File: src/design/lfu_pkg.sv
// shared types and constants for the lfu cache store
package lfu_pkg;

  localparam int unsigned KeyW     = 32;
  localparam int unsigned CapW     = 5;
  localparam logic [CapW-1:0] CapReset = CapW'(16);

  localparam logic FuncGet = 1'b0;
  localparam logic FuncPut = 1'b1;

  localparam logic [KeyW-1:0] MissValue  = '1;
  localparam logic [KeyW-1:0] CountMax   = '1;
  localparam logic [KeyW-1:0] CountFirst = KeyW'(1);

  typedef enum logic [2:0] {
    ST_CLEAR,
    ST_IDLE,
    ST_SCAN,
    ST_DECIDE,
    ST_UPD,
    ST_RESP
  } state_e;

endpackage

File: src/design/lfu_ram.sv
// generic simple dual port ram with registered read
module lfu_ram #(
  parameter int unsigned Width = 8,
  parameter int unsigned Depth = 16
) (
  input  logic                                     clk_i,
  input  logic                                     we_i,
  input  logic [(Depth > 1 ? $clog2(Depth) : 1)-1:0] waddr_i,
  input  logic [Width-1:0]                         wdata_i,
  input  logic                                     re_i,
  input  logic [(Depth > 1 ? $clog2(Depth) : 1)-1:0] raddr_i,
  output logic [Width-1:0]                         rdata_o
);

  logic [Width-1:0] mem_q [Depth];

  always_ff @(posedge clk_i) begin
    if (we_i) begin
      mem_q[waddr_i] <= wdata_i;
    end
    if (re_i) begin
      rdata_o <= mem_q[raddr_i];
    end
  end

endmodule

File: src/design/lfu_cache_store_unit.sv
// top level of the lfu cache store with lru tie-break
//
// usage: one request on the input channel (func, lookup_key, write_value) gives
// exactly one result on the output channel (hit, read_value, evicted,
// evicted_key). func selects get or put. a get miss answers -1, a put miss 0.
// the capacity register is written through its own valid/ready channel, which
// is always ready; write it only while no request is in flight.
// all slots live in one ram, one word per slot, read one slot a cycle.
// a request runs a lookup scan over every slot and a decision, then a
// read-modify-write pass that updates ranks and counts when the request hits
// or inserts, then hands the result over; a new request is taken only after
// the last one has handed its result to the output register.
// with capacity zero a request skips the scan and the update pass.
// after reset a clearing pass writes every slot invalid, while no request is
// taken; capacity writes are still accepted.
// the result sits in an output register; if the receiver stalls, the next
// request can still be taken and runs until its result is ready to hand over.
module lfu_cache_store_unit #(
  parameter int unsigned ENTRIES = 16
) (
  input  logic                              clk_i,
  input  logic                              rst_ni,
  input  logic                              in_valid_i,
  output logic                              in_ready_o,
  input  logic                              func_i,
  input  logic signed [lfu_pkg::KeyW-1:0]   lookup_key_i,
  input  logic signed [lfu_pkg::KeyW-1:0]   write_value_i,
  output logic                              out_valid_o,
  input  logic                              out_ready_i,
  output logic                              hit_o,
  output logic signed [lfu_pkg::KeyW-1:0]   read_value_o,
  output logic                              evicted_o,
  output logic signed [lfu_pkg::KeyW-1:0]   evicted_key_o,
  input  logic                              cfg_valid_i,
  output logic                              cfg_ready_o,
  input  logic [lfu_pkg::CapW-1:0]          capacity_limit_i
);

  localparam int unsigned KeyW  = lfu_pkg::KeyW;
  localparam int unsigned CapW  = lfu_pkg::CapW;
  localparam int unsigned IdxW  = ENTRIES > 1 ? $clog2(ENTRIES) : 1;
  localparam int unsigned RankW = IdxW;
  localparam int unsigned CntW  = IdxW + 1;
  localparam int unsigned OccW  = $clog2(ENTRIES + 1);
  localparam int unsigned CmpW  = OccW > CapW ? OccW : CapW;
  localparam logic [CntW-1:0] LastCnt = CntW'(ENTRIES);
  localparam logic [OccW-1:0] OccMax  = OccW'(ENTRIES);
  localparam logic [CmpW-1:0] CapMax  = CmpW'(ENTRIES);

  typedef struct packed {
    logic             valid;
    logic [KeyW-1:0]  key;
    logic [KeyW-1:0]  value;
    logic [KeyW-1:0]  count;
    logic [RankW-1:0] rank;
  } slot_t;

  localparam int unsigned SlotW = $bits(slot_t);

  lfu_pkg::state_e state_q, state_d;
  logic [CntW-1:0] cnt_q, cnt_d;
  logic [IdxW-1:0] prev_idx_q;

  logic [CapW-1:0] cap_q;
  logic [OccW-1:0] occ_q;

  logic            req_put_q;
  logic [KeyW-1:0] req_key_q, req_val_q;

  logic             found_q, free_q, vic_q;
  logic [IdxW-1:0]  found_idx_q, free_idx_q, vic_idx_q;
  logic [RankW-1:0] found_rank_q, vic_rank_q;
  logic [KeyW-1:0]  found_val_q, vic_cnt_q, vic_key_q;

  logic            evict_q, insert_q;
  logic [IdxW-1:0] tgt_idx_q;

  logic            res_hit_q, res_evict_q;
  logic [KeyW-1:0] res_val_q, res_key_q;

  logic            out_valid_q, out_hit_q, out_evict_q;
  logic [KeyW-1:0] out_val_q, out_key_q;

  logic            ram_we, ram_re;
  logic [IdxW-1:0] ram_waddr, ram_raddr;
  slot_t           ram_wdata, ram_rdata, upd_word;
  logic [SlotW-1:0] ram_rbits;

  logic            accept, proc, out_load;
  logic [CmpW-1:0] eff_cap;
  logic            cap_zero, occ_full, evict_c, insert_c, need_upd;

  assign ram_rdata = slot_t'(ram_rbits);

  lfu_ram #(
    .Width (SlotW),
    .Depth (ENTRIES)
  ) u_slot_ram (
    .clk_i   (clk_i),
    .we_i    (ram_we),
    .waddr_i (ram_waddr),
    .wdata_i (ram_wdata),
    .re_i    (ram_re),
    .raddr_i (ram_raddr),
    .rdata_o (ram_rbits)
  );

  assign cfg_ready_o = 1'b1;
  assign in_ready_o  = (state_q == lfu_pkg::ST_IDLE);
  assign accept      = in_valid_i && in_ready_o;
  assign proc        = (cnt_q != '0);
  assign out_load    = (state_q == lfu_pkg::ST_RESP) && (!out_valid_q || out_ready_i);

  assign eff_cap  = (CmpW'(cap_q) > CapMax) ? CapMax : CmpW'(cap_q);
  assign cap_zero = (cap_q == '0);
  assign occ_full = (CmpW'(occ_q) >= eff_cap);
  assign evict_c  = req_put_q && !found_q && (occ_full || !free_q) && vic_q && !cap_zero;
  assign insert_c = req_put_q && !found_q && (evict_c || free_q) && !cap_zero;
  assign need_upd = found_q || insert_c;

  // new slot word for the update pass
  always_comb begin
    upd_word = ram_rdata;
    if (found_q) begin
      if (prev_idx_q == found_idx_q) begin
        if (req_put_q) begin
          upd_word.value = req_val_q;
        end
        if (ram_rdata.count != lfu_pkg::CountMax) begin
          upd_word.count = ram_rdata.count + KeyW'(1);
        end
        upd_word.rank = '0;
      end else if (ram_rdata.valid && ram_rdata.rank < found_rank_q) begin
        upd_word.rank = ram_rdata.rank + RankW'(1);
      end
    end else if (insert_q) begin
      if (prev_idx_q == tgt_idx_q) begin
        upd_word.valid = 1'b1;
        upd_word.key   = req_key_q;
        upd_word.value = req_val_q;
        upd_word.count = lfu_pkg::CountFirst;
        upd_word.rank  = '0;
      end else if (ram_rdata.valid && !(evict_q && ram_rdata.rank > vic_rank_q)) begin
        upd_word.rank = ram_rdata.rank + RankW'(1);
      end
    end
  end

  always_comb begin
    state_d   = state_q;
    cnt_d     = cnt_q;
    ram_we    = 1'b0;
    ram_re    = 1'b0;
    ram_waddr = cnt_q[IdxW-1:0];
    ram_raddr = cnt_q[IdxW-1:0];
    ram_wdata = upd_word;
    case (state_q)
      lfu_pkg::ST_CLEAR: begin
        ram_we          = 1'b1;
        ram_wdata       = '0;
        ram_wdata.valid = 1'b0;
        if (cnt_q == LastCnt - CntW'(1)) begin
          cnt_d   = '0;
          state_d = lfu_pkg::ST_IDLE;
        end else begin
          cnt_d = cnt_q + CntW'(1);
        end
      end
      lfu_pkg::ST_IDLE: begin
        if (accept) begin
          state_d = cap_zero ? lfu_pkg::ST_DECIDE : lfu_pkg::ST_SCAN;
        end
      end
      lfu_pkg::ST_SCAN: begin
        ram_re = (cnt_q < LastCnt);
        if (cnt_q == LastCnt) begin
          cnt_d   = '0;
          state_d = lfu_pkg::ST_DECIDE;
        end else begin
          cnt_d = cnt_q + CntW'(1);
        end
      end
      lfu_pkg::ST_DECIDE: begin
        state_d = need_upd ? lfu_pkg::ST_UPD : lfu_pkg::ST_RESP;
      end
      lfu_pkg::ST_UPD: begin
        ram_re    = (cnt_q < LastCnt);
        ram_we    = proc;
        ram_waddr = prev_idx_q;
        if (cnt_q == LastCnt) begin
          cnt_d   = '0;
          state_d = lfu_pkg::ST_RESP;
        end else begin
          cnt_d = cnt_q + CntW'(1);
        end
      end
      lfu_pkg::ST_RESP: begin
        if (out_load) begin
          state_d = lfu_pkg::ST_IDLE;
        end
      end
      default: begin
        state_d = lfu_pkg::ST_IDLE;
      end
    endcase
  end

  always_ff @(posedge clk_i or negedge rst_ni) begin
    if (!rst_ni) begin
      state_q <= lfu_pkg::ST_CLEAR;
      cnt_q   <= '0;
    end else begin
      state_q <= state_d;
      cnt_q   <= cnt_d;
    end
  end

  always_ff @(posedge clk_i or negedge rst_ni) begin
    if (!rst_ni) begin
      cap_q       <= lfu_pkg::CapReset;
      occ_q       <= '0;
      out_valid_q <= 1'b0;
    end else begin
      if (cfg_valid_i) begin
        cap_q <= capacity_limit_i;
      end
      if (state_q == lfu_pkg::ST_DECIDE && insert_c && !evict_c && occ_q != OccMax) begin
        occ_q <= occ_q + OccW'(1);
      end
      if (out_load) begin
        out_valid_q <= 1'b1;
      end else if (out_ready_i) begin
        out_valid_q <= 1'b0;
      end
    end
  end

  // request capture, scan results, decision and output register load
  always_ff @(posedge clk_i) begin
    prev_idx_q <= cnt_q[IdxW-1:0];
    if (accept) begin
      req_put_q <= (func_i == lfu_pkg::FuncPut);
      req_key_q <= lookup_key_i;
      req_val_q <= write_value_i;
      found_q   <= 1'b0;
      free_q    <= 1'b0;
      vic_q     <= 1'b0;
    end
    if (state_q == lfu_pkg::ST_SCAN && proc) begin
      if (ram_rdata.valid) begin
        if (!found_q && ram_rdata.key == req_key_q) begin
          found_q      <= 1'b1;
          found_idx_q  <= prev_idx_q;
          found_rank_q <= ram_rdata.rank;
          found_val_q  <= ram_rdata.value;
        end
        if (!vic_q || ram_rdata.count < vic_cnt_q ||
            (ram_rdata.count == vic_cnt_q && ram_rdata.rank > vic_rank_q)) begin
          vic_q      <= 1'b1;
          vic_idx_q  <= prev_idx_q;
          vic_cnt_q  <= ram_rdata.count;
          vic_rank_q <= ram_rdata.rank;
          vic_key_q  <= ram_rdata.key;
        end
      end else if (!free_q) begin
        free_q     <= 1'b1;
        free_idx_q <= prev_idx_q;
      end
    end
    if (state_q == lfu_pkg::ST_DECIDE) begin
      evict_q     <= evict_c;
      insert_q    <= insert_c;
      tgt_idx_q   <= evict_c ? vic_idx_q : free_idx_q;
      res_hit_q   <= found_q;
      res_evict_q <= evict_c;
      res_key_q   <= evict_c ? vic_key_q : '0;
      if (found_q) begin
        res_val_q <= req_put_q ? req_val_q : found_val_q;
      end else begin
        res_val_q <= req_put_q ? '0 : lfu_pkg::MissValue;
      end
    end
    if (out_load) begin
      out_hit_q   <= res_hit_q;
      out_evict_q <= res_evict_q;
      out_val_q   <= res_val_q;
      out_key_q   <= res_key_q;
    end
  end

  assign out_valid_o   = out_valid_q;
  assign hit_o         = out_hit_q;
  assign evicted_o     = out_evict_q;
  assign read_value_o  = out_val_q;
  assign evicted_key_o = out_key_q;

  a_occ_bound: assert property (@(posedge clk_i) disable iff (!rst_ni)
    occ_q <= OccMax)
    else $error("occupancy above slot count");

  a_evict_miss: assert property (@(posedge clk_i) disable iff (!rst_ni)
    out_valid_o && evicted_o |-> !hit_o)
    else $error("eviction reported on a hit");

  a_evict_key: assert property (@(posedge clk_i) disable iff (!rst_ni)
    out_valid_o && !evicted_o |-> evicted_key_o == '0)
    else $error("evicted key set without eviction");

  a_ram_write: assert property (@(posedge clk_i) disable iff (!rst_ni)
    ram_we |-> (state_q == lfu_pkg::ST_CLEAR || state_q == lfu_pkg::ST_UPD))
    else $error("slot write outside clear or update pass");

  a_accept_busy: assert property (@(posedge clk_i) disable iff (!rst_ni)
    accept |=> !in_ready_o)
    else $error("request taken while one is in flight");

endmodule

File: config.mk
export PLATFORM = sky130hd
export DESIGN_NAME = lfu_cache_store_unit
export DESIGN_NICKNAME = d
export VERILOG_FILES = /design/src/design/lfu_pkg.sv /design/src/design/lfu_ram.sv /design/src/design/lfu_cache_store_unit.sv
export SDC_FILE = /design/constraint.sdc
export NUM_CORES = 2
export LEC_CHECK = 0
export ABC_AREA = 1
export BUFFER_PORTS_ARGS = -buffer_cell sky130_fd_sc_hd__buf_2
export CAP_MARGIN = 25
export CORE_ASPECT_RATIO = 1.5
export CORE_MARGIN = 1.5
export CORE_UTILIZATION = 49
export CTS_BUF_LIST = sky130_fd_sc_hd__clkbuf_4
export DETAILED_ROUTE_END_ITERATION = 8
export PLACE_DENSITY_LB_ADDON = 0.25
export REMOVE_ABC_BUFFERS = 1
export SYNTH_ARGS = -nofsm -noshare
export SYNTH_HDL_FRONTEND = slang
export SYNTH_HIERARCHICAL = 1
export SYNTH_SLANG_ARGS = --single-unit
File: constraint.sdc
create_clock -name clk_i -period 17.2 [get_ports clk_i]
set_clock_uncertainty 0.1 [all_clocks]
set_input_delay 0.86 -clock clk_i [delete_from_list [all_inputs] [get_ports clk_i]]
set_output_delay 0.86 -clock clk_i [all_outputs]
set_load 0.01 [all_outputs]
Word-level counts from Yosys, hierarchy flattened
Memory sizes are Yosys's and may differ from the RTL's. A register that Yosys moved wholly into a read port is not among the register bits.
Index checks and enable logic that the tools add are counted.
- bits in latches: 0
- bits of input ports: 75
- register bits after elaboration: 344
- memories kept: 1
- bits in writable memories: 1616
- word-level logic and storage cells: 148
- ROM bits: 0
- reduce and logical (&&, ||, !) cells: 40
- equality and inequality tests: 18
- $add $sub $neg: 4
- bitwise operators: 2
- multiplexer cells: 47
- shift-type cells: 0
- div/mod/pow operators: 0
- $mul: 0
- magnitude comparators: 6
- memory list (memory ; words ; width ; rd ports ; clocked after memory_dff ; write ports ; RTL line ; source):
    u_slot_ram.mem_q ; 16 ; 101 ; 1 ; 1 ; 1 ; lfu_ram.sv:15 ; logic [Width-1:0] mem_q [Depth];
- operator list (kind ; number):
    2-to-1 mux 101 bit ; 2
    2-to-1 mux 32 bit ; 5
    2-to-1 mux 97 bit ; 1
    2-to-1 mux 68 bit ; 1
    equality test 32 bit ; 2
    2-to-1 mux 64 bit ; 1
    2-to-1 mux 33 bit ; 1
    adder 32 x 1 -> 32 bit (second input constant) ; 1
    < comparator 32 bit ; 1
    inequality test 32 bit (second input constant) ; 1
    2-to-1 mux 4 bit ; 6
    2-to-1 mux 1 bit ; 19
    one-hot mux 3 bit (6 select lines) ; 1
    logical AND 1 bit ; 17
    2-to-1 mux 3 bit ; 5
    2-to-1 mux 5 bit ; 3
    adder 5 x 1 -> 5 bit (second input constant) ; 2
    one-hot mux 5 bit (2 select lines) ; 1
    AND reduction 3 bit ; 3
    equality test 4 bit ; 2
    inequality test 2 bit (second input constant) ; 4
    logical NOT 1 bit ; 7
    equality test 3 x 2 -> 1 bit (second input constant) ; 2
    equality test 3 bit (second input constant) ; 2
    20 further kinds ; 27

Logic depth before layout (Yosys ltp)
- word-level depth: 13
- depth in mapped cells: 16

Hierarchy
Netlist, hierarchy kept.
- by module, submodules not included (module ; sequential area each (um^2) ; area each (um^2) ; cells each ; instances):
    lfu_ram ; 51559.4 ; 71856.4 ; 6628 ; 1
    lfu_cache_store_unit ; 10166.0 ; 17080.1 ; 1775 ; 1

Worst setup path after synthesis
Ideal clock, no wire load.
- path type: reg2reg
- start: reg state_q[1]
- end: mem u_slot_ram/mem_q[12][0] in the netlist's numbering, enable pin
- data arrival time: 5.696 ns
- data required time: 16.538 ns
- period minus slack after synthesis: 6.359 ns
- path slack: 10.841 ns
- stages on the path, launching flop included: 8
- buffers on the path: 2
- library setup time: 0.562 ns
- cells stage by stage: dfrtp_1 > nor2_1 > nand2_1 > buf_2 > clkbuf_1 > nand2_1 > nand3_1 > nor2_1
- cells in the longest elaborated chain, start to end: 4
- elaborated cells on any way between the ends: 6
- ends and longest elaborated chain (item ; RTL line ; source):
    from (decl) ; lfu_cache_store_unit.sv:60 ; lfu_pkg::state_e state_q, state_d;
    from (signal assigned) ; lfu_cache_store_unit.sv:210 ; state_q <= lfu_pkg::ST_CLEAR;
    from (signal assigned) ; lfu_cache_store_unit.sv:213 ; state_q <= state_d;
    equality test 3 bit / logical NOT 3 bit (equally long branches) ; lfu_cache_store_unit.sv:157 ; case (state_q)
    one-hot mux 1 bit (2 select lines) * ; lfu_cache_store_unit.sv:157 ;
    named net ram_we ; lfu_cache_store_unit.sv:84 ; logic ram_we, ram_re;
    2-to-1 mux 1 bit * ; lfu_ram.sv:18 ; if (we_i) begin
    2-to-1 mux 1 bit (implied by the code) * ; lfu_ram.sv:19 ; mem_q[waddr_i] <= wdata_i;
    to (decl) ; lfu_ram.sv:15 ;
The timed path passes the listed nets; every way through them passes the cells marked *.

Final worst setup path
- start: reg cnt_q[2]
- end: mem u_slot_ram/mem_q[5][29] in the netlist's numbering, enable pin
- elaborated cells on any way between the ends: 5
- RTL lines (item ; RTL line ; source):
    from (decl) ; lfu_cache_store_unit.sv:61 ; logic [CntW-1:0] cnt_q, cnt_d;
    from (signal assigned) ; lfu_cache_store_unit.sv:214 ; cnt_q <= cnt_d;
    2-to-1 mux 4 bit ; lfu_cache_store_unit.sv:157 ;
    named net ram_waddr[2] ; lfu_cache_store_unit.sv:85 ; logic [IdxW-1:0] ram_waddr, ram_raddr;
The timed path passes the listed nets, and every way through them passes these cells.

==> qor.txt <==
Status: finished clean
WHS Path Cells: 4
Critical Path Max Stage Delay: 0.96 ns
Crit path launch type: flop
Period utilisation layout: 29.51%
Clock Root Buffer: clkbuf_4
IO Count: 144
Clock buffer count from CTS: 472
Post-route cell area: 99480 µm²
Clock Tree Buf Depth: 4
Row count: 191
Netlist cell types: 49
Most used flip-flop cell after synthesis: edfxtp_1
Static Leakage: 42.28 nW
RSZ-0062 raised after global routing: no
First-pass GRT wire length: 360500 µm
I/O Buffers: 142
Most common cell in the synthesized netlist: nand2_1
CP max FO: 110
Sw Ratio: 38.48%
Cell taking the most area after synthesis: edfxtp_1
Total core area: 180400 µm²
Placed cell area: 92130 µm²
Final nets: 8989
Final slew viol count: 0
CP Capture Type: flop
P_sw: 6.705 mW
Share of cells above drive strength 1: 11.94%
Worst R2R Setup Slack: 12.12 ns
Total grt overflow: 0
Die Ht: 524.8 µm
Routed wire per std cell: 20.59 µm
CTS tree: yes
Most instantiated cells after synthesis: 2453 x nand2_1, 2035 x edfxtp_1, 1443 x inv_1, 1359 x nand3_1, 240 x buf_2
Worst-path clk slew: 0.07 ns
DIE AREA: 184100 µm²
Clk network pwr share: 22.4%
Critical Path, Cell by Cell: buf_12 -> nand2_1 -> o21ai_0 -> nand3b_1 -> nor2_4 -> buf_4 -> buf_4
R2R Path Start: cnt_q[2]
Initial Utilization: 49.29%
EDFF count, synth: 2035
DRC viols: 0
Top Family by Delay on Critical Path: buffers and inverters
Worst Hold Class: primary input to flop
CP arrival: 5.78 ns
Min-Delay Startpoint: in_valid_i
Yosys warns: 6
Internal: 10.72 mW
Synthesized area: 88940 µm²
P per Cell Area: 175.2 nW/µm²
Synth area leaders: edfxtp_1 69%, nand2_1 10%, nand3_1 7.6%
Routed vias: 62.14k
Post-synthesis sequential area ratio: 69.40%
R2r worst-path depth: 7
Routability cong.: 0.8996
Relative slew slack: 20.41%
Ys async rst share: 0.9219%
H-tree levels: 5
Die width: 350.9 µm
Initial drt markers: 6452
Worst-Skew Late Latency: 1.26 ns
Final Routed Wirelength: 240200 µm
Post-route insts no fill: 11.66k
Reg-to-Reg End: u_slot_ram/mem_q[5][29]
Hold endpoint: vic_q
CP required: 17.91 ns
Power share of the sequential group: 44.3%
Max Freq: 0.1970 GHz
CP max-delay cell: dfrtp_4
Setup bufs post-CTS: 0
Vias in the first global route: 60.83k
Max-Cap Viols: 0
Overall Global Routing Usage: 25.88%
Syn Inst Count: 8403
Slew of the pin with the lowest slew margin: 1.190 ns
DR pass1 iterations: 8
Final worst slack: 12.12 ns
Mean Syn Cell Area: 10.58 µm²
ANT nets after route: 0
Area delta synth->final: 11.86%
Post-Place Worst Slack: 12.16 ns
Fin crit period: 5.076 ns
Fin. Hold Viols: 0
Util after Layout: 55.14%
Area fraction of the dominant cell type after synthesis: 68.71%
VDD IR max: 0.1231 mV
Setup TNS: 0 ns
Largest net degree at the start of global routing: 199
Post-DP HPWL: 126200 µm
CP bufs+invs: 3
Sink Count: 2061
Final setup viols: 0
Comb power frac: 33.3%
Post-DR vias/cell: 5.328
Worst setup path class: flop to flop
Dpl cells: 10.69k
Yosys reg bits: 2061
Most used cell, CP: buf_4
Initial antenna violation count: 8
timing repair:
| item | in CTS | in global routing |
|---|---|---|
| endpoints found under the setup margin | 0 | 0 |
| resized for setup | 0 | 0 |
| hold buffers | 83 | 0 |
| endpoints found under the hold margin | 90 | 0 |
cell type report:
class,count,area [µm²]
inverters,1453,5492
multi-input cells,4485,20010
clock buffers,671,5037
flip-flops and latches,2061,61740
fillers,15380,80950
clock inverters,184,1046
well taps,2412,3018
repair buffers,389,3112
diodes,8,20.02
power by group through the flow:
stage	Combinational [mW]	Sequential (mW)	Clock (mW)
final	5.80	7.73	3.90
after CTS	5.70	7.73	3.99
after floorplan	4.01	8.01	0
after global placement	5.49	7.82	0
after global routing	6.38	7.78	4.23
after detailed placement	5.66	7.83	0
worst max path at each step:
stage,slack [ns],start,end,cells past startpoint
floorplan,-13.38,cnt_q[0],u_slot_ram/rdata_o[11],7
global placement,12.11,cnt_q[2],u_slot_ram/mem_q[5][4],7
detailed placement,12.16,cnt_q[2],u_slot_ram/mem_q[5][4],7
CTS,12.08,cnt_q[2],u_slot_ram/mem_q[5][77],7
global route,11.95,cnt_q[2],u_slot_ram/mem_q[5][29],7
finish,12.12,cnt_q[2],u_slot_ram/mem_q[5][29],7
layout by cell type, fill, tap and decap left out, types with 4 or more instances in the layout:
| cell type | netlist | layout |
|---|---|---|
| a211oi_1 | 21 | 21 |
| a21oi_1 | 57 | 54 |
| buf_12 | 0 | 5 |
| buf_16 | 0 | 11 |
| buf_2 | 240 | 142 |
| buf_4 | 13 | 136 |
| buf_6 | 7 | 8 |
| bufinv_16 | 0 | 11 |
| clkbuf_4 | 0 | 671 |
| clkinv_1 | 1 | 134 |
| clkinv_2 | 0 | 29 |
| clkinv_4 | 0 | 4 |
| dfrtp_1 | 18 | 14 |
| dfrtp_4 | 0 | 4 |
| dfxtp_1 | 7 | 6 |
| diode_2 | 0 | 8 |
| dlygate4sd3_1 | 0 | 83 |
| edfxtp_1 | 2035 | 2035 |
| ha_1 | 52 | 52 |
| inv_1 | 1443 | 1440 |
| inv_2 | 8 | 12 |
| nand2_1 | 2453 | 2451 |
| nand2_2 | 3 | 4 |
| nand3_1 | 1359 | 1359 |
| nand3_2 | 4 | 4 |
| nand3b_1 | 4 | 4 |
| nand4_1 | 32 | 32 |
| nor2_1 | 237 | 216 |
| nor2_2 | 10 | 10 |
| nor2_4 | 1 | 22 |
| nor3_1 | 13 | 13 |
| nor3b_1 | 7 | 7 |
| o21ai_0 | 161 | 161 |
| o21ai_1 | 10 | 10 |
| o22ai_1 | 4 | 4 |
| or2_2 | 9 | 9 |
| xor2_1 | 22 | 22 |
routing by layer:
layer / up-vias / GRT usage [%] / part of all wire (%)
met5: - / 0 / 0.0054
met3: 539 / 4.059 / 8.1
li1: 28760 / - / -
met1: 30030 / 33.92 / 40
met2: 2809 / 42.94 / 49
met4: 2 / 10.51 / 3.4
state kept, by name, indices dropped and copies added (netlist names), 4 cells and up:
register            count
vic_key_q              32
cnt_q                   5
found_val_q            32
read_value_o           32
u_slot_ram/rdata_o    101
res_key_q              32
found_idx_q             4
req_key_q              32
req_val_q              32
res_val_q              32
u_slot_ram/mem_q     1616
vic_cnt_q              32
tgt_idx_q               4
free_idx_q              4
vic_idx_q               4
vic_rank_q              4
prev_idx_q              4
found_rank_q            4
evicted_key_o          32
cap_q                   5
occ_q                   5
through the flow:
stage               total power, mW  hold WS (ns)
detailed placement            13.49        0.3045
global route                  18.39       0.07459
floorplan                     12.02        0.3003
CTS                           17.42       0.02190
global placement              13.31        0.3026
finish                        17.43        0.1532
cell families after synthesis:
| group | count (synthesis) | synth area share, % |
|---|---|---|
| other cells | 1 | 0.004216 |
| buf+inv | 1857 | 8.293 |
| compound gates | 264 | 1.578 |
| fa+ha+maj | 52 | 0.7316 |
| xor+xnor | 25 | 0.2462 |
| flops | 2061 | 69.40 |
| mux | 1 | 0.01266 |
| simple gates | 4142 | 19.73 |
worst min-delay path, stage by stage:
cell and delay (ns):
buf_2 0.16, inv_1 0.19, o21ai_0 0.13, nand2_1 0.06
(Power assumes the default switching activity.)
